==> config.mk <==
export PLATFORM = sky130hd
export DESIGN_NAME = websocket_frame_deframer
export DESIGN_NICKNAME = d
export VERILOG_FILES = /design/src/sv/wsd_pkg.sv /design/src/sv/wsd_parser.sv /design/src/sv/wsd_queue.sv /design/src/sv/wsd_out_stage.sv /design/src/sv/websocket_frame_deframer.sv
export SDC_FILE = /design/constraint.sdc
export NUM_CORES = 1
export LEC_CHECK = 0
export BUFFER_PORTS_ARGS = -buffer_cell sky130_fd_sc_hd__clkbuf_2
export CAP_MARGIN = 20
export CORE_MARGIN = 2
export CORE_UTILIZATION = 45
export DETAILED_ROUTE_END_ITERATION = 8
export HOLD_SLACK_MARGIN = 0.05
export PLACE_DENSITY = 0.66
export SYNTH_ARGS = -nofsm -noshare
export SYNTH_HDL_FRONTEND = slang
export SYNTH_HIERARCHICAL = 1
export SYNTH_SLANG_ARGS = --single-unit
==> constraint.sdc <==
create_clock -name i_clk -period 10.9 [get_ports i_clk]
set_input_delay 0 -clock i_clk [delete_from_list [all_inputs] [get_ports i_clk]]
set_output_delay 0 -clock i_clk [all_outputs]
set_load 0.005 [all_outputs]
==> src/sv/wsd_pkg.sv <==
// shared types and constants of the websocket frame deframer
`default_nettype none

package wsd_pkg;

    localparam int QUEUE_DEPTH = 4;

    localparam logic [3:0] OP_CLOSE  = 4'h8;
    localparam logic [6:0] LEN_EXT16 = 7'd126;
    localparam logic [6:0] LEN_EXT64 = 7'd127;
    localparam logic [3:0] EXT16_BYTES = 4'd2;
    localparam logic [3:0] EXT64_BYTES = 4'd8;
    localparam logic [3:0] KEY_BYTES   = 4'd4;

    // one result item as it moves from the parser to the output stage
    typedef struct packed {
        logic       empty_frame;
        logic       frame_end;
        logic [3:0] frame_opcode;
        logic [7:0] payload_byte;
    } t_result;

endpackage

`default_nettype wire

==> src/sv/wsd_parser.sv <==
// front end: header parsing, unmasking and result generation
`default_nettype none

module wsd_parser (
    input  wire              i_clk,
    input  wire              i_rst_n,
    input  wire              i_valid,
    input  wire  [7:0]       i_byte,
    output logic             o_ready,
    input  wire              i_queue_full,
    output logic             o_push,
    output wsd_pkg::t_result o_result
);

    typedef enum logic [5:0] {
        ST_HDR0 = 6'b000001,
        ST_HDR1 = 6'b000010,
        ST_EXT  = 6'b000100,
        ST_KEY  = 6'b001000,
        ST_DATA = 6'b010000,
        ST_DONE = 6'b100000
    } t_state;

    t_state      r_state, n_state;
    logic [3:0]  r_opcode, n_opcode;
    logic        r_mask, n_mask;
    logic [63:0] r_rem, n_rem;
    logic [3:0]  r_cnt, n_cnt;
    logic [31:0] r_key, n_key;
    logic [1:0]  r_kidx, n_kidx;

    logic        take;
    logic [63:0] ext_len;
    logic [63:0] len_sel;
    logic        len_zero;
    logic [3:0]  cnt_dec;
    logic [7:0]  key_byte;
    logic [63:0] rem_dec;

    assign o_ready = !i_queue_full;
    assign take    = i_valid && o_ready;
    assign cnt_dec = r_cnt - 4'd1;
    assign ext_len = {r_rem[55:0], i_byte};
    assign rem_dec = r_rem - 64'd1;

    always_comb begin
        case (r_kidx)
            2'd0:    key_byte = r_key[31:24];
            2'd1:    key_byte = r_key[23:16];
            2'd2:    key_byte = r_key[15:8];
            default: key_byte = r_key[7:0];
        endcase
    end

    // length that a completed header carries, per state
    always_comb begin
        case (r_state)
            ST_HDR1: len_sel = {57'd0, i_byte[6:0]};
            ST_EXT:  len_sel = ext_len;
            default: len_sel = r_rem;
        endcase
    end
    assign len_zero = (len_sel == 64'd0);

    always_comb begin
        n_state  = r_state;
        n_opcode = r_opcode;
        n_mask   = r_mask;
        n_rem    = r_rem;
        n_cnt    = r_cnt;
        n_key    = r_key;
        n_kidx   = r_kidx;
        o_push   = 1'b0;
        o_result = '{empty_frame: 1'b1, frame_end: 1'b1,
                     frame_opcode: r_opcode, payload_byte: 8'd0};
        if (take) begin
            case (r_state)
                ST_HDR0: begin
                    n_opcode = i_byte[3:0];
                    n_state  = ST_HDR1;
                end
                ST_HDR1: begin
                    n_mask = i_byte[7];
                    if (i_byte[6:0] == wsd_pkg::LEN_EXT16 ||
                        i_byte[6:0] == wsd_pkg::LEN_EXT64) begin
                        n_cnt   = (i_byte[6:0] == wsd_pkg::LEN_EXT16) ?
                                  wsd_pkg::EXT16_BYTES : wsd_pkg::EXT64_BYTES;
                        n_rem   = 64'd0;
                        n_state = ST_EXT;
                    end else begin
                        n_rem = len_sel;
                        if (i_byte[7]) begin
                            n_state = ST_KEY;
                            n_cnt   = wsd_pkg::KEY_BYTES;
                            n_key   = 32'd0;
                        end else begin
                            n_kidx = 2'd0;
                            if (len_zero) begin
                                o_push  = 1'b1;
                                n_state = (r_opcode == wsd_pkg::OP_CLOSE) ?
                                          ST_DONE : ST_HDR0;
                            end else begin
                                n_state = ST_DATA;
                            end
                        end
                    end
                end
                ST_EXT: begin
                    n_rem = ext_len;
                    n_cnt = cnt_dec;
                    if (cnt_dec == 4'd0) begin
                        if (r_mask) begin
                            n_state = ST_KEY;
                            n_cnt   = wsd_pkg::KEY_BYTES;
                            n_key   = 32'd0;
                        end else begin
                            n_kidx = 2'd0;
                            if (len_zero) begin
                                o_push  = 1'b1;
                                n_state = (r_opcode == wsd_pkg::OP_CLOSE) ?
                                          ST_DONE : ST_HDR0;
                            end else begin
                                n_state = ST_DATA;
                            end
                        end
                    end
                end
                ST_KEY: begin
                    n_key = {r_key[23:0], i_byte};
                    n_cnt = cnt_dec;
                    if (cnt_dec == 4'd0) begin
                        n_kidx = 2'd0;
                        if (len_zero) begin
                            o_push  = 1'b1;
                            n_state = (r_opcode == wsd_pkg::OP_CLOSE) ?
                                      ST_DONE : ST_HDR0;
                        end else begin
                            n_state = ST_DATA;
                        end
                    end
                end
                ST_DATA: begin
                    n_kidx = r_kidx + 2'd1;
                    n_rem  = rem_dec;
                    o_push = 1'b1;
                    o_result.empty_frame  = 1'b0;
                    o_result.frame_end    = (rem_dec == 64'd0);
                    o_result.payload_byte = r_mask ? (i_byte ^ key_byte) : i_byte;
                    if (rem_dec == 64'd0) begin
                        n_state = (r_opcode == wsd_pkg::OP_CLOSE) ? ST_DONE : ST_HDR0;
                    end
                end
                ST_DONE: begin
                    n_state = ST_DONE;
                end
                default: begin
                    n_state = ST_HDR0;
                end
            endcase
        end
    end

    always_ff @(posedge i_clk) begin
        if (!i_rst_n) begin
            r_state  <= ST_HDR0;
            r_opcode <= 4'd0;
            r_mask   <= 1'b0;
            r_rem    <= 64'd0;
            r_cnt    <= 4'd0;
            r_key    <= 32'd0;
            r_kidx   <= 2'd0;
        end else begin
            r_state  <= n_state;
            r_opcode <= n_opcode;
            r_mask   <= n_mask;
            r_rem    <= n_rem;
            r_cnt    <= n_cnt;
            r_key    <= n_key;
            r_kidx   <= n_kidx;
        end
    end

endmodule

`default_nettype wire

==> src/sv/wsd_queue.sv <==
// short result queue between parser and output stage
`default_nettype none

module wsd_queue #(
    parameter int DEPTH = wsd_pkg::QUEUE_DEPTH
) (
    input  wire              i_clk,
    input  wire              i_rst_n,
    input  wire              i_push,
    input  wsd_pkg::t_result i_data,
    output logic             o_full,
    input  wire              i_pop,
    output logic             o_valid,
    output wsd_pkg::t_result o_data
);

    localparam int PTR_W = (DEPTH > 1) ? $clog2(DEPTH) : 1;
    localparam int CNT_W = $clog2(DEPTH + 1);

    wsd_pkg::t_result r_mem [DEPTH];
    logic [PTR_W-1:0] r_wr_ptr, n_wr_ptr;
    logic [PTR_W-1:0] r_rd_ptr, n_rd_ptr;
    logic [CNT_W-1:0] r_count, n_count;
    logic             do_push, do_pop;

    assign o_full  = (r_count == CNT_W'(DEPTH));
    assign o_valid = (r_count != '0);
    assign o_data  = r_mem[r_rd_ptr];
    assign do_push = i_push && !o_full;
    assign do_pop  = i_pop && o_valid;

    always_comb begin
        n_wr_ptr = r_wr_ptr;
        n_rd_ptr = r_rd_ptr;
        n_count  = r_count;
        if (do_push) begin
            n_wr_ptr = (r_wr_ptr == PTR_W'(DEPTH - 1)) ? '0 : r_wr_ptr + PTR_W'(1);
        end
        if (do_pop) begin
            n_rd_ptr = (r_rd_ptr == PTR_W'(DEPTH - 1)) ? '0 : r_rd_ptr + PTR_W'(1);
        end
        if (do_push && !do_pop) begin
            n_count = r_count + CNT_W'(1);
        end else if (do_pop && !do_push) begin
            n_count = r_count - CNT_W'(1);
        end
    end

    always_ff @(posedge i_clk) begin
        if (do_push) begin
            r_mem[r_wr_ptr] <= i_data;
        end
    end

    always_ff @(posedge i_clk) begin
        if (!i_rst_n) begin
            r_wr_ptr <= '0;
            r_rd_ptr <= '0;
            r_count  <= '0;
        end else begin
            r_wr_ptr <= n_wr_ptr;
            r_rd_ptr <= n_rd_ptr;
            r_count  <= n_count;
        end
    end

endmodule

`default_nettype wire

==> src/sv/wsd_out_stage.sv <==
// back end: output register driving the master stream
`default_nettype none

module wsd_out_stage (
    input  wire              i_clk,
    input  wire              i_rst_n,
    input  wire              i_valid,
    input  wsd_pkg::t_result i_data,
    output logic             o_pop,
    output logic             o_valid,
    output wsd_pkg::t_result o_data,
    input  wire              i_ready
);

    logic             r_valid, n_valid;
    wsd_pkg::t_result r_data;

    // refill whenever the register is empty or being drained this cycle
    assign o_pop   = i_valid && (!r_valid || i_ready);
    assign o_valid = r_valid;
    assign o_data  = r_data;

    always_comb begin
        n_valid = r_valid;
        if (o_pop) begin
            n_valid = 1'b1;
        end else if (i_ready) begin
            n_valid = 1'b0;
        end
    end

    always_ff @(posedge i_clk) begin
        if (o_pop) begin
            r_data <= i_data;
        end
    end

    always_ff @(posedge i_clk) begin
        if (!i_rst_n) begin
            r_valid <= 1'b0;
        end else begin
            r_valid <= n_valid;
        end
    end

endmodule

`default_nettype wire

==> src/sv/websocket_frame_deframer.sv <==
// websocket frame deframer top level: parser, result queue and output register
//
// usage: received stream bytes enter on the slave stream, one byte per
// transaction in s_axis_tdata. the parser walks the frame header (opcode
// byte, mask flag and 7-bit length, optional 16- or 64-bit big-endian
// extended length, optional 4-byte mask key) and then passes each payload
// byte, unmasked, to the master stream with the frame opcode and flags.
// header bytes produce no transaction, except that the byte closing the
// header of a zero-length frame produces one empty-frame marker.
// throughput: one byte per cycle while the queue is not full; the parser
// settles each byte in the cycle it is taken, the 64-bit length countdown
// being its longest path. a taken payload byte is written into the queue
// and then moved into the output register that drives m_axis.
// stall: the queue of QUEUE_DEPTH entries absorbs receiver backpressure;
// s_axis_tready drops only once it is full, and rises again as it drains.
// reset: synchronous active low, returns the parser to the first header byte
// and empties the queue and output register. after a close frame ends, all
// further bytes are taken and dropped until the next reset.
`default_nettype none

module websocket_frame_deframer #(
    parameter int QUEUE_DEPTH = wsd_pkg::QUEUE_DEPTH
) (
    input  wire        i_clk,
    input  wire        i_rst_n,
    // received byte stream
    input  wire        s_axis_tvalid,
    output logic       s_axis_tready,
    input  wire  [7:0] s_axis_tdata,   // [7:0] rx_byte
    // deframed payload stream
    output logic       m_axis_tvalid,
    input  wire        m_axis_tready,
    output logic [7:0] m_axis_tdata,   // [7:0] payload_byte
    output logic       m_axis_tlast,   // frame_end
    output logic [4:0] m_axis_tuser    // [3:0] frame_opcode, [4] empty_frame
);

    wsd_pkg::t_result push_data;
    wsd_pkg::t_result queue_data;
    wsd_pkg::t_result out_data;
    logic             push;
    logic             queue_full;
    logic             queue_valid;
    logic             pop;

    // front: classifies each byte and builds result transactions
    wsd_parser u_parser (
        .i_clk        (i_clk),
        .i_rst_n      (i_rst_n),
        .i_valid      (s_axis_tvalid),
        .i_byte       (s_axis_tdata),
        .o_ready      (s_axis_tready),
        .i_queue_full (queue_full),
        .o_push       (push),
        .o_result     (push_data)
    );

    // decouples the parser from receiver stalls
    wsd_queue #(
        .DEPTH (QUEUE_DEPTH)
    ) u_queue (
        .i_clk   (i_clk),
        .i_rst_n (i_rst_n),
        .i_push  (push),
        .i_data  (push_data),
        .o_full  (queue_full),
        .i_pop   (pop),
        .o_valid (queue_valid),
        .o_data  (queue_data)
    );

    // back: registered master stream
    wsd_out_stage u_out (
        .i_clk   (i_clk),
        .i_rst_n (i_rst_n),
        .i_valid (queue_valid),
        .i_data  (queue_data),
        .o_pop   (pop),
        .o_valid (m_axis_tvalid),
        .o_data  (out_data),
        .i_ready (m_axis_tready)
    );

    assign m_axis_tdata = out_data.payload_byte;
    assign m_axis_tlast = out_data.frame_end;
    assign m_axis_tuser = {out_data.empty_frame, out_data.frame_opcode};

endmodule

`default_nettype wire

======== Word level (Yosys, flattened, before mapping) ========
Memory sizes are Yosys's and may differ from the RTL's. A register that Yosys moved wholly into a read port is not among the register bits.
Index checks and enable logic that the tools add are counted.
word-level totals
  memory bits (writable) .................. 56
  output and inout bits ................... 16
  logic and storage cells ................. 123
  input bits .............................. 12
  register bits ........................... 121
  memories kept ........................... 1
memories
  memory         words  bits a word  rd ports  clocked after memory_dff  write ports  RTL line         source
  u_queue.r_mem  4      14           1         1                         1            wsd_queue.sv:20  wsd_pkg::t_result r_mem [DEPTH];
operators by class
  reduce and logical (&&, ||, !) cells .... 29
  bitwise logic cells ..................... 1
  muxes and demuxes ....................... 51
  add/subtract/negate cells ............... 7
  equal/unequal tests ..................... 23
operators with widths
  kind                                                    number
  case mux 64 bit (3 select lines)                        1
  zero test 64 bit                                        2
  2-to-1 mux 32 bit                                       4
  case mux 64 bit (2 select lines)                        1
  case mux 32 bit (3 select lines)                        1
  2-to-1 mux 64 bit                                       1
  subtractor 64 x 1 -> 64 bit (second input constant)     1
  2-to-1 mux 6 bit                                        8
  case mux 6 bit (6 select lines)                         1
  2-to-1 mux 8 bit                                        3
  case mux 8 bit (3 select lines)                         1
  2-to-1 mux 4 bit                                        5
  2-to-1 mux 2 bit                                        9
  == test 7 bit (second input constant)                   2
  case mux 4 bit (3 select lines)                         1
  2-to-1 mux 1 bit                                        11
  nonzero test 3 bit                                      3
  inequality test 2 x 1 -> 1 bit (second input constant)  4
  inequality test 2 bit (second input constant)           4
  case mux 2 bit (4 select lines)                         1
  XOR 8 bit                                               1
  AND reduction 7 bit                                     1
  adder 2 x 1 -> 2 bit (second input constant)            3
  == test 2 bit (second input constant)                   3
  26 further kinds                                        39

======== Longest topological paths before layout ========
Gate-level depths: netlist (run 1).
  word-level depth ........................ 13
  depth in mapped cells ................... 17
  gate-level depth less buffers ........... 15

======== Modules after synthesis ========
The synthesis (run 1) kept the hierarchy.
modules (own cells, without submodules)
  module         instances  cells each  sequential area each (um^2)  area each (um^2)
  wsd_parser     1          1064        2262.2                       7557.2
  wsd_queue      1          124         1861.8                       2516.2
  wsd_out_stage  1          18          440.4                        467.9

======== Least setup slack after synthesis (run 1) ========
Ideal clock, no wire load.
  path type ............................... flip-flop to flip-flop
  from .................................... register u_parser.r_rem[44]
  to ...................................... register u_queue.r_count[2]
  arrival time ............................ 3886 ps
  cell stages (with the launch flop) ...... 16
  data required time ...................... 10824 ps
  setup time .............................. 76 ps
  buffers on the path ..................... 2
  slack ................................... 6939 ps
  period minus slack after synthesis ...... 3961 ps
  cells stage by stage .................... dfxtp_1 clkbuf_1 nor4_1 nand3_1 or4_1 o22ai_1 o311ai_1 o21ai_0 nor2b_1 buf_2 ha_1 inv_1 fa_1 xor2_1 or3_2 a21boi_0
between the ends
  longest elaborated chain between the ends .. 11
  elaborated cells on any way between the ends .. 16
  classes of those cells .................. mux: 10; reduce/logical: 6
RTL lines
  what                                        RTL line                                                source
  from (decl)                                 wsd_parser.sv:27                                        logic [63:0] r_rem, n_rem;
  from (signal assigned)                      wsd_parser.sv:176                                       r_rem <= n_rem;
  case mux 64 bit (2 select lines) *          wsd_parser.sv:57                                        case (r_state)
  zero test 64 bit *                          wsd_parser.sv:63                                        assign len_zero = (len_sel == 64'd0);
  2-to-1 mux 1 bit *                          wsd_parser.sv:98, wsd_parser.sv:118, wsd_parser.sv:133
  2-to-1 mux 1 bit, on equally long branches  wsd_parser.sv:112, wsd_parser.sv:92
  2-to-1 mux 1 bit, on equally long branches  wsd_parser.sv:111, wsd_parser.sv:84
  case mux 1 bit (4 select lines) *           wsd_parser.sv:77                                        case (r_state)
  2-to-1 mux 1 bit *                          wsd_parser.sv:76                                        if (take) begin
  named net push                              websocket_frame_deframer.sv:41                          logic push;
  logical AND 1 bit *                         wsd_queue.sv:29                                         assign do_push = i_push && !o_full;
  named net u_queue.do_push                   wsd_queue.sv:24                                         logic do_push, do_pop;
  zero test 1 bit                             wsd_queue.sv:44                                         end else if (do_pop && !do_push) begin
  logical AND 1 bit                           wsd_queue.sv:44
  nonzero test 2 bit (no line)                -
  to (signal assigned)                        wsd_queue.sv:63                                         r_count <= n_count;
  to (decl)                                   wsd_queue.sv:23                                         logic [CNT_W-1:0] r_count, n_count;
Mark *: on every way through the listed nets, which the timed path passes. The rest lies on a longest branch.
A chain may end at the register's enable or synchronous reset.

======== Final worst setup path (run 1) ========
  from .................................... register u_parser.r_rem[13]
  to ...................................... register u_queue.r_count[2]
between the ends
  longest elaborated chain between the ends .. 11
  elaborated cells on any way between the ends .. 16
  classes of those cells .................. mux: 10; reduce/logical: 6
RTL lines
  what                                        RTL line
  case mux 64 bit (2 select lines) *          wsd_parser.sv:57
  zero test 64 bit *                          wsd_parser.sv:63
  2-to-1 mux 1 bit *                          wsd_parser.sv:98, wsd_parser.sv:118, wsd_parser.sv:133
  2-to-1 mux 1 bit, on equally long branches  wsd_parser.sv:112, wsd_parser.sv:92
  2-to-1 mux 1 bit, on equally long branches  wsd_parser.sv:111, wsd_parser.sv:84
  case mux 1 bit (4 select lines) *           wsd_parser.sv:77
  2-to-1 mux 1 bit *                          wsd_parser.sv:76
  named net push                              websocket_frame_deframer.sv:41
  logical AND 1 bit *                         wsd_queue.sv:29
  zero test 1 bit                             wsd_queue.sv:44
  logical AND 1 bit                           wsd_queue.sv:44
  nonzero test 2 bit (no line)                -
Marks and branches as above.

==> results of run 1 <==
==> layout by cell type, fill, tap and decap left out, types with 26 or more instances in the layout <==
| master | netlist | routed |
|---|---|---|
| nor2_1 | 133 | 132 |
| dfxtp_1 | 123 | 123 |
| nand2_1 | 117 | 116 |
| a21oi_1 | 96 | 95 |
| edfxtp_1 | 70 | 70 |
| o21ai_0 | 67 | 67 |
| nand3_1 | 59 | 59 |
| nor3_1 | 56 | 54 |
| nor4_1 | 34 | 34 |
| xnor2_1 | 32 | 32 |
| clkbuf_2 | 0 | 27 |
| inv_1 | 27 | 26 |
==> metrics by stage <==
step	std cells	area, um^2	hold WS [ns]	util (%)
2_1_floorplan	1206	10500	0.117	-
3_3_place_gp	1458	10700	0.333	46.1
3_5_place_dp	1458	10700	0.337	46.1
4_1_cts	1499	11500	0.161	49.3
5_1_grt	1500	11500	0.193	49.4
6_report	1500	11500	0.183	49.4
==> synthesized netlist by cell type, types with 27 or more instances <==
| library cell | number | area [um^2] |
|---|---|---|
| a21oi_1 | 96 | 480 |
| clkbuf_1 | 84 | 315 |
| dfxtp_1 | 123 | 2460 |
| edfxtp_1 | 70 | 2100 |
| inv_1 | 27 | 101 |
| nand2_1 | 117 | 439 |
| nand3_1 | 59 | 295 |
| nor2_1 | 133 | 499 |
| nor3_1 | 56 | 280 |
| nor4_1 | 34 | 213 |
| o21ai_0 | 67 | 335 |
| xnor2_1 | 32 | 280 |
==> flip-flops by register name, indices dropped and copies added, names as in the netlist, named ones only <==
register,cells
u_parser/r_rem,64
u_queue/r_mem,56
u_parser/r_key,32
u_out/o_data,14
u_parser/r_state,6
u_parser/r_cnt,4
u_parser/r_opcode,4
u_queue/r_count,3
u_parser/r_kidx,2
u_queue/r_rd_ptr,2
u_queue/r_wr_ptr,2
u_out/o_valid,1
u_parser/r_mask,1
==> path summary, 6_finish.rpt <==
kind | from | end | cells past startpoint
worst max-delay path | u_parser/r_rem[13] | u_queue/r_count[2] | 15
worst min-delay path | s_axis_tvalid | u_parser/r_mask | 4
worst max register to register | u_parser/r_rem[13] | u_queue/r_count[2] | 15
worst min register to register | u_parser/r_key[29] | u_parser/r_key[29] | 2
==> power groups by stage <==
stage | combinational (mW) | sequential (mW) | clock (mW)
after global routing | 0.289 | 0.761 | 0.713
after global placement | 0.256 | 0.776 | 0
after CTS | 0.259 | 0.759 | 0.692
final | 0.266 | 0.760 | 0.677
after floorplan | 0.199 | 0.771 | 0
after detailed placement | 0.255 | 0.776 | 0
==> cell families (layout without fill, tap and decap cells) <==
kind of cell / count (synthesis) / in the layout / synth area share [%]
and+or+nand+nor: 519 / 519 / 25.3
AOI/OAI and AO/OA: 275 / 275 / 16.3
DFF: 193 / 193 / 43.3
buffers and inverters: 130 / 105 / 5.18
xor gates and xnor gates: 51 / 51 / 4.24
muxes: 23 / 23 / 3.86
adders and majority gates: 15 / 15 / 1.85
==> tightest hold or removal path, stage by stage <==
cell and delay, ns:
clkbuf_2 0.10, nand2_1 0.25, or3_1 0.17, a21oi_1 0.05
==> area by class of cell <==
type                    instances  area, um^2
clock buffers                  17         425
clock inverters                15         215
fillers                      2226       11800
inverters                      27         101
multi-input cells             883        5460
flip-flops and latches        193        4560
well taps                     319         399
repair buffers                 46         320
==> per-layer routing <==
| metal | global-route usage [%] | routed length (um) |
|---|---|---|
| met3 | 4.54 | 1940 |
| met5 | 0 | 0 |
| met4 | 9.44 | 707 |
| met1 | 33.0 | 12800 |
| met2 | 36.4 | 13300 |
==> qor.txt, run 1 <==
Slew HR: 27.9%
Slew @ Worst Pin: 1.08 ns
Antenna cells: 0
Status: completed
Kind of critical path: reg -> reg
Chip width: 157 um
Worst stage delay on the critical path: 0.57 ns
Crit-path slowest cell: or4_1
Seq/Total Area, Yosys: 43.3%
Wire per inst: 19.2 um
Vias in the first global route: 8479
Post-DP HPWL: 18500 um
# rows: 56
Detailed Route Iter0 Violations: 932
Mapped Nets: 1233
Syn_area_per_cell: 8.74 um^2
Clk slew on worst S/H paths: 0.09 ns
Worst Path Max Fanout: 8
ANT nets after route: 0
Number of synthesized register bits: 193
NetSw: 0.532 mW
Layout cells sized above 1: 10.2%
Worst endpoint required time: 11.27 ns
Clk pwr share: 39.7%
Die area: 24700 um^2
Number of port buffers: 27
First-pass GRT wire length: 46000 um
Critical Path AT: 4.91 ns
CTS Hold Bufs: 9
DRC: 0
Fraction of registers with async set/reset: 0%
Ports: 28
# Post-CTS Setup Buffers: 0
Switching fraction of total power: 31.3%
Startpoint Class: flop
Final Max Slew Viols: 0
Static Leak: 4.02 nW
Final setup TNS: 0 ns
RSZ-0062 raised after global routing: no
Maximum VDD drop: 0.0000975 V
Post-synthesis cell count: 1206
Clk buf depth: 2
Clock Skews: 0.0160 ns
Int Power: 1.17 mW
Post-synth top flop: dfxtp_1
Final wirelength: 28700 um
Largest delay share family, worst path: simple AND/OR/NAND/NOR gates
1st-pass router iterations: 8
Drt via density: 6.15
Worst Setup End Kind: flop
Yosys warns: 6
CP cell instances: or4_1, or3_1, nor4_1, o2111ai_1, nor2b_1, o22ai_1, o311ai_1, o21ai_0, nor2b_1, ha_1, inv_1, fa_1, xor2_1, or3_2, a21boi_0
Overall Power: 1.70 mW
Gr usage total: 23.7%
Grt total ovfl: 0
Resized Gates After CTS: 0
Combinational fraction of design power: 15.6%
Post-synth EDFFs: 70
DR vias: 9228
Flop pwr share: 44.6%
Highest achievable clock rate: 220 MHz
Post-synthesis instance area: 10500 um^2
Largest net degree at the start of global routing: 55
Tmin final: 4.54 ns
RD Place Congestion: 0.947
R2r setup slk: 6.36 ns
Clk sinks: 193
TritonCTS clock tree: built
CTS Buf Count: 17
Initial Util: 45.3%
Final hold viol count: 0
Buf/Inv on CP: 1
DP Worst Slack: 6.44 ns
Fin crit share: 41.7%
Hold/Removal Path Class: in -> reg
H-tree depth: 4
PwrDens: 148 nW/um^2
Nets: 1195
Final WS setup: 6.36 ns
Core area: 23300 um^2
Area Overhead vs Synth: 8.96%
Clk Latency, worst-skew pair: 0.45 ns
Antenna violations before repair: 0
Chip height: 157 um
Yosys cell types: 79
Final setup violation count: 0
Max-cap violation count: 0
Clock root buffer: clkbuf_16
Most common cell on crit path: nor2b_1
Note: power is estimated with default switching activity, not from simulation.
==> run 2: changes to the inputs <==
--- a/config.mk
+++ b/config.mk
@@ -11,7 +11,7 @@
 export CORE_UTILIZATION = 45
 export DETAILED_ROUTE_END_ITERATION = 8
 export HOLD_SLACK_MARGIN = 0.05
-export PLACE_DENSITY = 0.66
+export PLACE_DENSITY = 0.68
 export SYNTH_ARGS = -nofsm -noshare
 export SYNTH_HDL_FRONTEND = slang
 export SYNTH_HIERARCHICAL = 1
==> constraint.sdc (replaced) <==
create_clock -name i_clk -period 4 [get_ports i_clk]
set_input_delay 0 -clock i_clk [delete_from_list [all_inputs] [get_ports i_clk]]
set_output_delay 0 -clock i_clk [all_outputs]
set_load 0.005 [all_outputs]
==> qor.txt, run 2 (synthesis gave the netlist of run 1 again) <==
Status: completed
Clock Skews: 0.0219 ns (+0.00586 ns)
Final hold viol count: 0 (unchanged)
Clk slew on worst S/H paths: 0.08 ns (about the same)
Worst Setup End Kind: flop
DRC: 0 (unchanged)
Nets: 1275 (+6.7%)
Clock root buffer: clkbuf_16
Buf/Inv on CP: 1 (unchanged)
Detailed Route Iter0 Violations: 1034 (+11%)
Highest metal used: met4
Chip height: 157 um (unchanged)
Hold Crit Start: s_axis_tvalid
Commonest non-fill, non-tap cell in the layout: nor2_1
Worst Path Max Fanout: 2 (-6)
RR Startpoint: u_parser/r_rem[12]
Clk buf depth: 2 (unchanged)
Hold Crit Depth: 4 (unchanged)
R2r endpoint: u_queue/r_count[2]
Finished Cell Area: 12200 um^2 (+5.9%)
Gr usage total: 24.2% (+0.49 points)
Most common cell on crit path: nor2b_4
TritonCTS clock tree: built
Clk Latency, worst-skew pair: 0.45 ns (about the same)
Post-DP HPWL: 19500 um (+5.7%)
Largest net degree at the start of global routing: 67 (+22%)
PwrDens: 388 nW/um^2 (+160%)
Worst hold path endpoint: u_parser/r_rem[6]
WL met3: 2090 um (+8.2%)
CTS Buf Count: 17 (unchanged)
Startpoint Class: flop
Critical Path AT: 4.27 ns (-0.64 ns)
Antenna violations before repair: 0 (unchanged)
Crit-path slowest cell: or4_4
Final setup violation count: 0 (unchanged)
Vias in the first global route: 8776 (+3.5%)
Core area: 23300 um^2 (unchanged)
Largest register by flop count: u_parser/r_rem
Wire per inst: 18.7 um (-2.7%)
Grt total ovfl: 0 (unchanged)
Initial Util: 45.3% (unchanged)
Most frequent cells in the layout: nor2_1, dfxtp_1, nand2_1
Final wirelength: 29500 um (+2.5%)
Final Max Slew Viols: 0 (unchanged)
DR vias: 9528 (+3.3%)
Clk sinks: 193 (unchanged)
First-pass GRT wire length: 47400 um (+3.0%)
Kind of critical path: reg -> reg
Highest achievable clock rate: 257 MHz (+17%)
Met2 wire len: 13700 um (+3.0%)
Final core utilization: 52.3% (+2.9 points)
Fin crit share: 97.4% (+56 points)
Drt via density: 6.03 (-2.0%)
CP startpoint: u_parser/r_rem[12]
Max-cap violation count: 0 (unchanged)
H-tree depth: 4 (unchanged)
Maximum VDD drop: 0.000274 V (+180%)
Tmin final: 3.90 ns (-0.647 ns)
RD Place Congestion: 0.917 (-3.1%)
Static Leak: 4.44 nW (+10%)
Chip width: 157 um (unchanged)
Placed inst area: 11300 um^2 (+5.7%)
Number of port buffers: 27 (unchanged)
Slew HR: 26.6% (-1.3 points)
Worst endpoint required time: 4.37 ns (-6.90 ns)
Largest delay share family, worst path: simple AND/OR/NAND/NOR gates
Max reg flops: 64 (unchanged)
Slew @ Worst Pin: 1.10 ns (+0.0195 ns)
Area Overhead vs Synth: 15.4%
Antenna cells: 0 (unchanged)
1st-pass router iterations: 6 (-2)
Worst stage delay on the critical path: 0.53 ns (-0.04 ns)
R2r setup slk: 0.10 ns (-6.25 ns)
CP cell instances: or4_4, or3_4, nor4_4, o2111ai_2, nor2b_4, o22ai_2, o311ai_2, o21ai_1, nor2b_4, ha_4, inv_1, fa_1, xor2_1, or3_2, a21boi_2
R2r worst-path depth: 15 (unchanged)
Layout cells sized above 1: 16.7% (+6.5 points)
Die area: 24700 um^2 (unchanged)
# rows: 56 (unchanged)
Fillers: 2135 (-4.1%)
Hold/Removal Path Class: in -> reg
Ports: 28 (unchanged)
M1 WL: 13100 um (+2.6%)
ANT nets after route: 0 (unchanged)
Biggest regs: u_parser/r_rem: 64 flops, u_queue/r_mem: 56 flops, u_parser/r_key: 32 flops
-- run 2: final cells by class --
| class | instances | area (um^2) | share of cell area (%) |
|---|---|---|---|
| Tap cell | 319 | 399 | 3.28 |
| Timing Repair Buffer | 126 | 913 | 7.51 |
| Inverter | 27 | 101 | 0.833 |
| Clock inverter | 15 | 220 | 1.81 |
| Multi-Input combinational cell | 883 | 5540 | 45.5 |
| Clock buffer | 17 | 425 | 3.50 |
| Sequential cell | 193 | 4560 | 37.5 |
-- run 2: where the power goes --
part	total [mW]	switching (mW)	internal (mW)
clock	1.83	0.943	0.887
sequential	2.06	0.0229	2.04
combinational	0.824	0.488	0.336
total	4.72	1.45	3.26
-- run 2: how the worst max path moves through the flow --
stage | endpoint | slack [ns] | cells past startpoint
2_1_floorplan | u_queue/r_count[2] | 0.04 | 15
3_3_place_gp | u_queue/r_count[2] | -0.02 | 15
3_5_place_dp | u_queue/r_count[2] | -0.17 | 15
4_1_cts | u_queue/r_count[2] | 0.007 | 15
5_1_grt | u_queue/r_count[2] | -0.01 | 15
6_report | u_queue/r_count[2] | 0.10 | 15
-- run 2: per-layer routing --
metal  vias to the layer above  global-route usage [%]
li1                       4528                       -
met1                      4538                    33.8
met2                       415                    38.4
met3                        47                    3.88
met4                         0                    7.75
met5                         -                       0
-- run 2: worst reg2reg max path, cell delays in order (launching register included) --
cell and delay [ns]:
dfxtp_1 0.31, or4_4 0.53, or3_4 0.37, nor4_4 0.18, o2111ai_2 0.19, nor2b_4 0.18, o22ai_2 0.22, o311ai_2 0.15
o21ai_1 0.20, nor2b_4 0.21, ha_4 0.15, inv_1 0.05, fa_1 0.37, xor2_1 0.17, or3_2 0.42, a21boi_2 0.14
-- run 2: timing repair --
item,in CTS,in global routing
endpoints found under the hold margin,16,0
setup endpoints to repair,1,1
hold buffers,9,0
buffers inserted,0,1
resized for setup,5,12
pin swaps,0,4
-- run 2: stage by stage --
| step | setup TNS (ns) | total power [mW] | cells | setup slack (ns) | hold WS (ns) |
|---|---|---|---|---|---|
| 6_report | 0 | 4.72 | 1580 | 0.103 | 0.185 |
| 5_1_grt | -0.00963 | 4.89 | 1580 | -0.00963 | 0.168 |
| 4_1_cts | 0 | 4.71 | 1579 | 0.00666 | 0.146 |
| 3_5_place_dp | -0.165 | 2.87 | 1538 | -0.165 | 0.349 |
| 3_3_place_gp | -0.0193 | 2.87 | 1538 | -0.0193 | 0.347 |
| 2_1_floorplan | 0 | 2.64 | 1206 | 0.0387 | 0.117 |
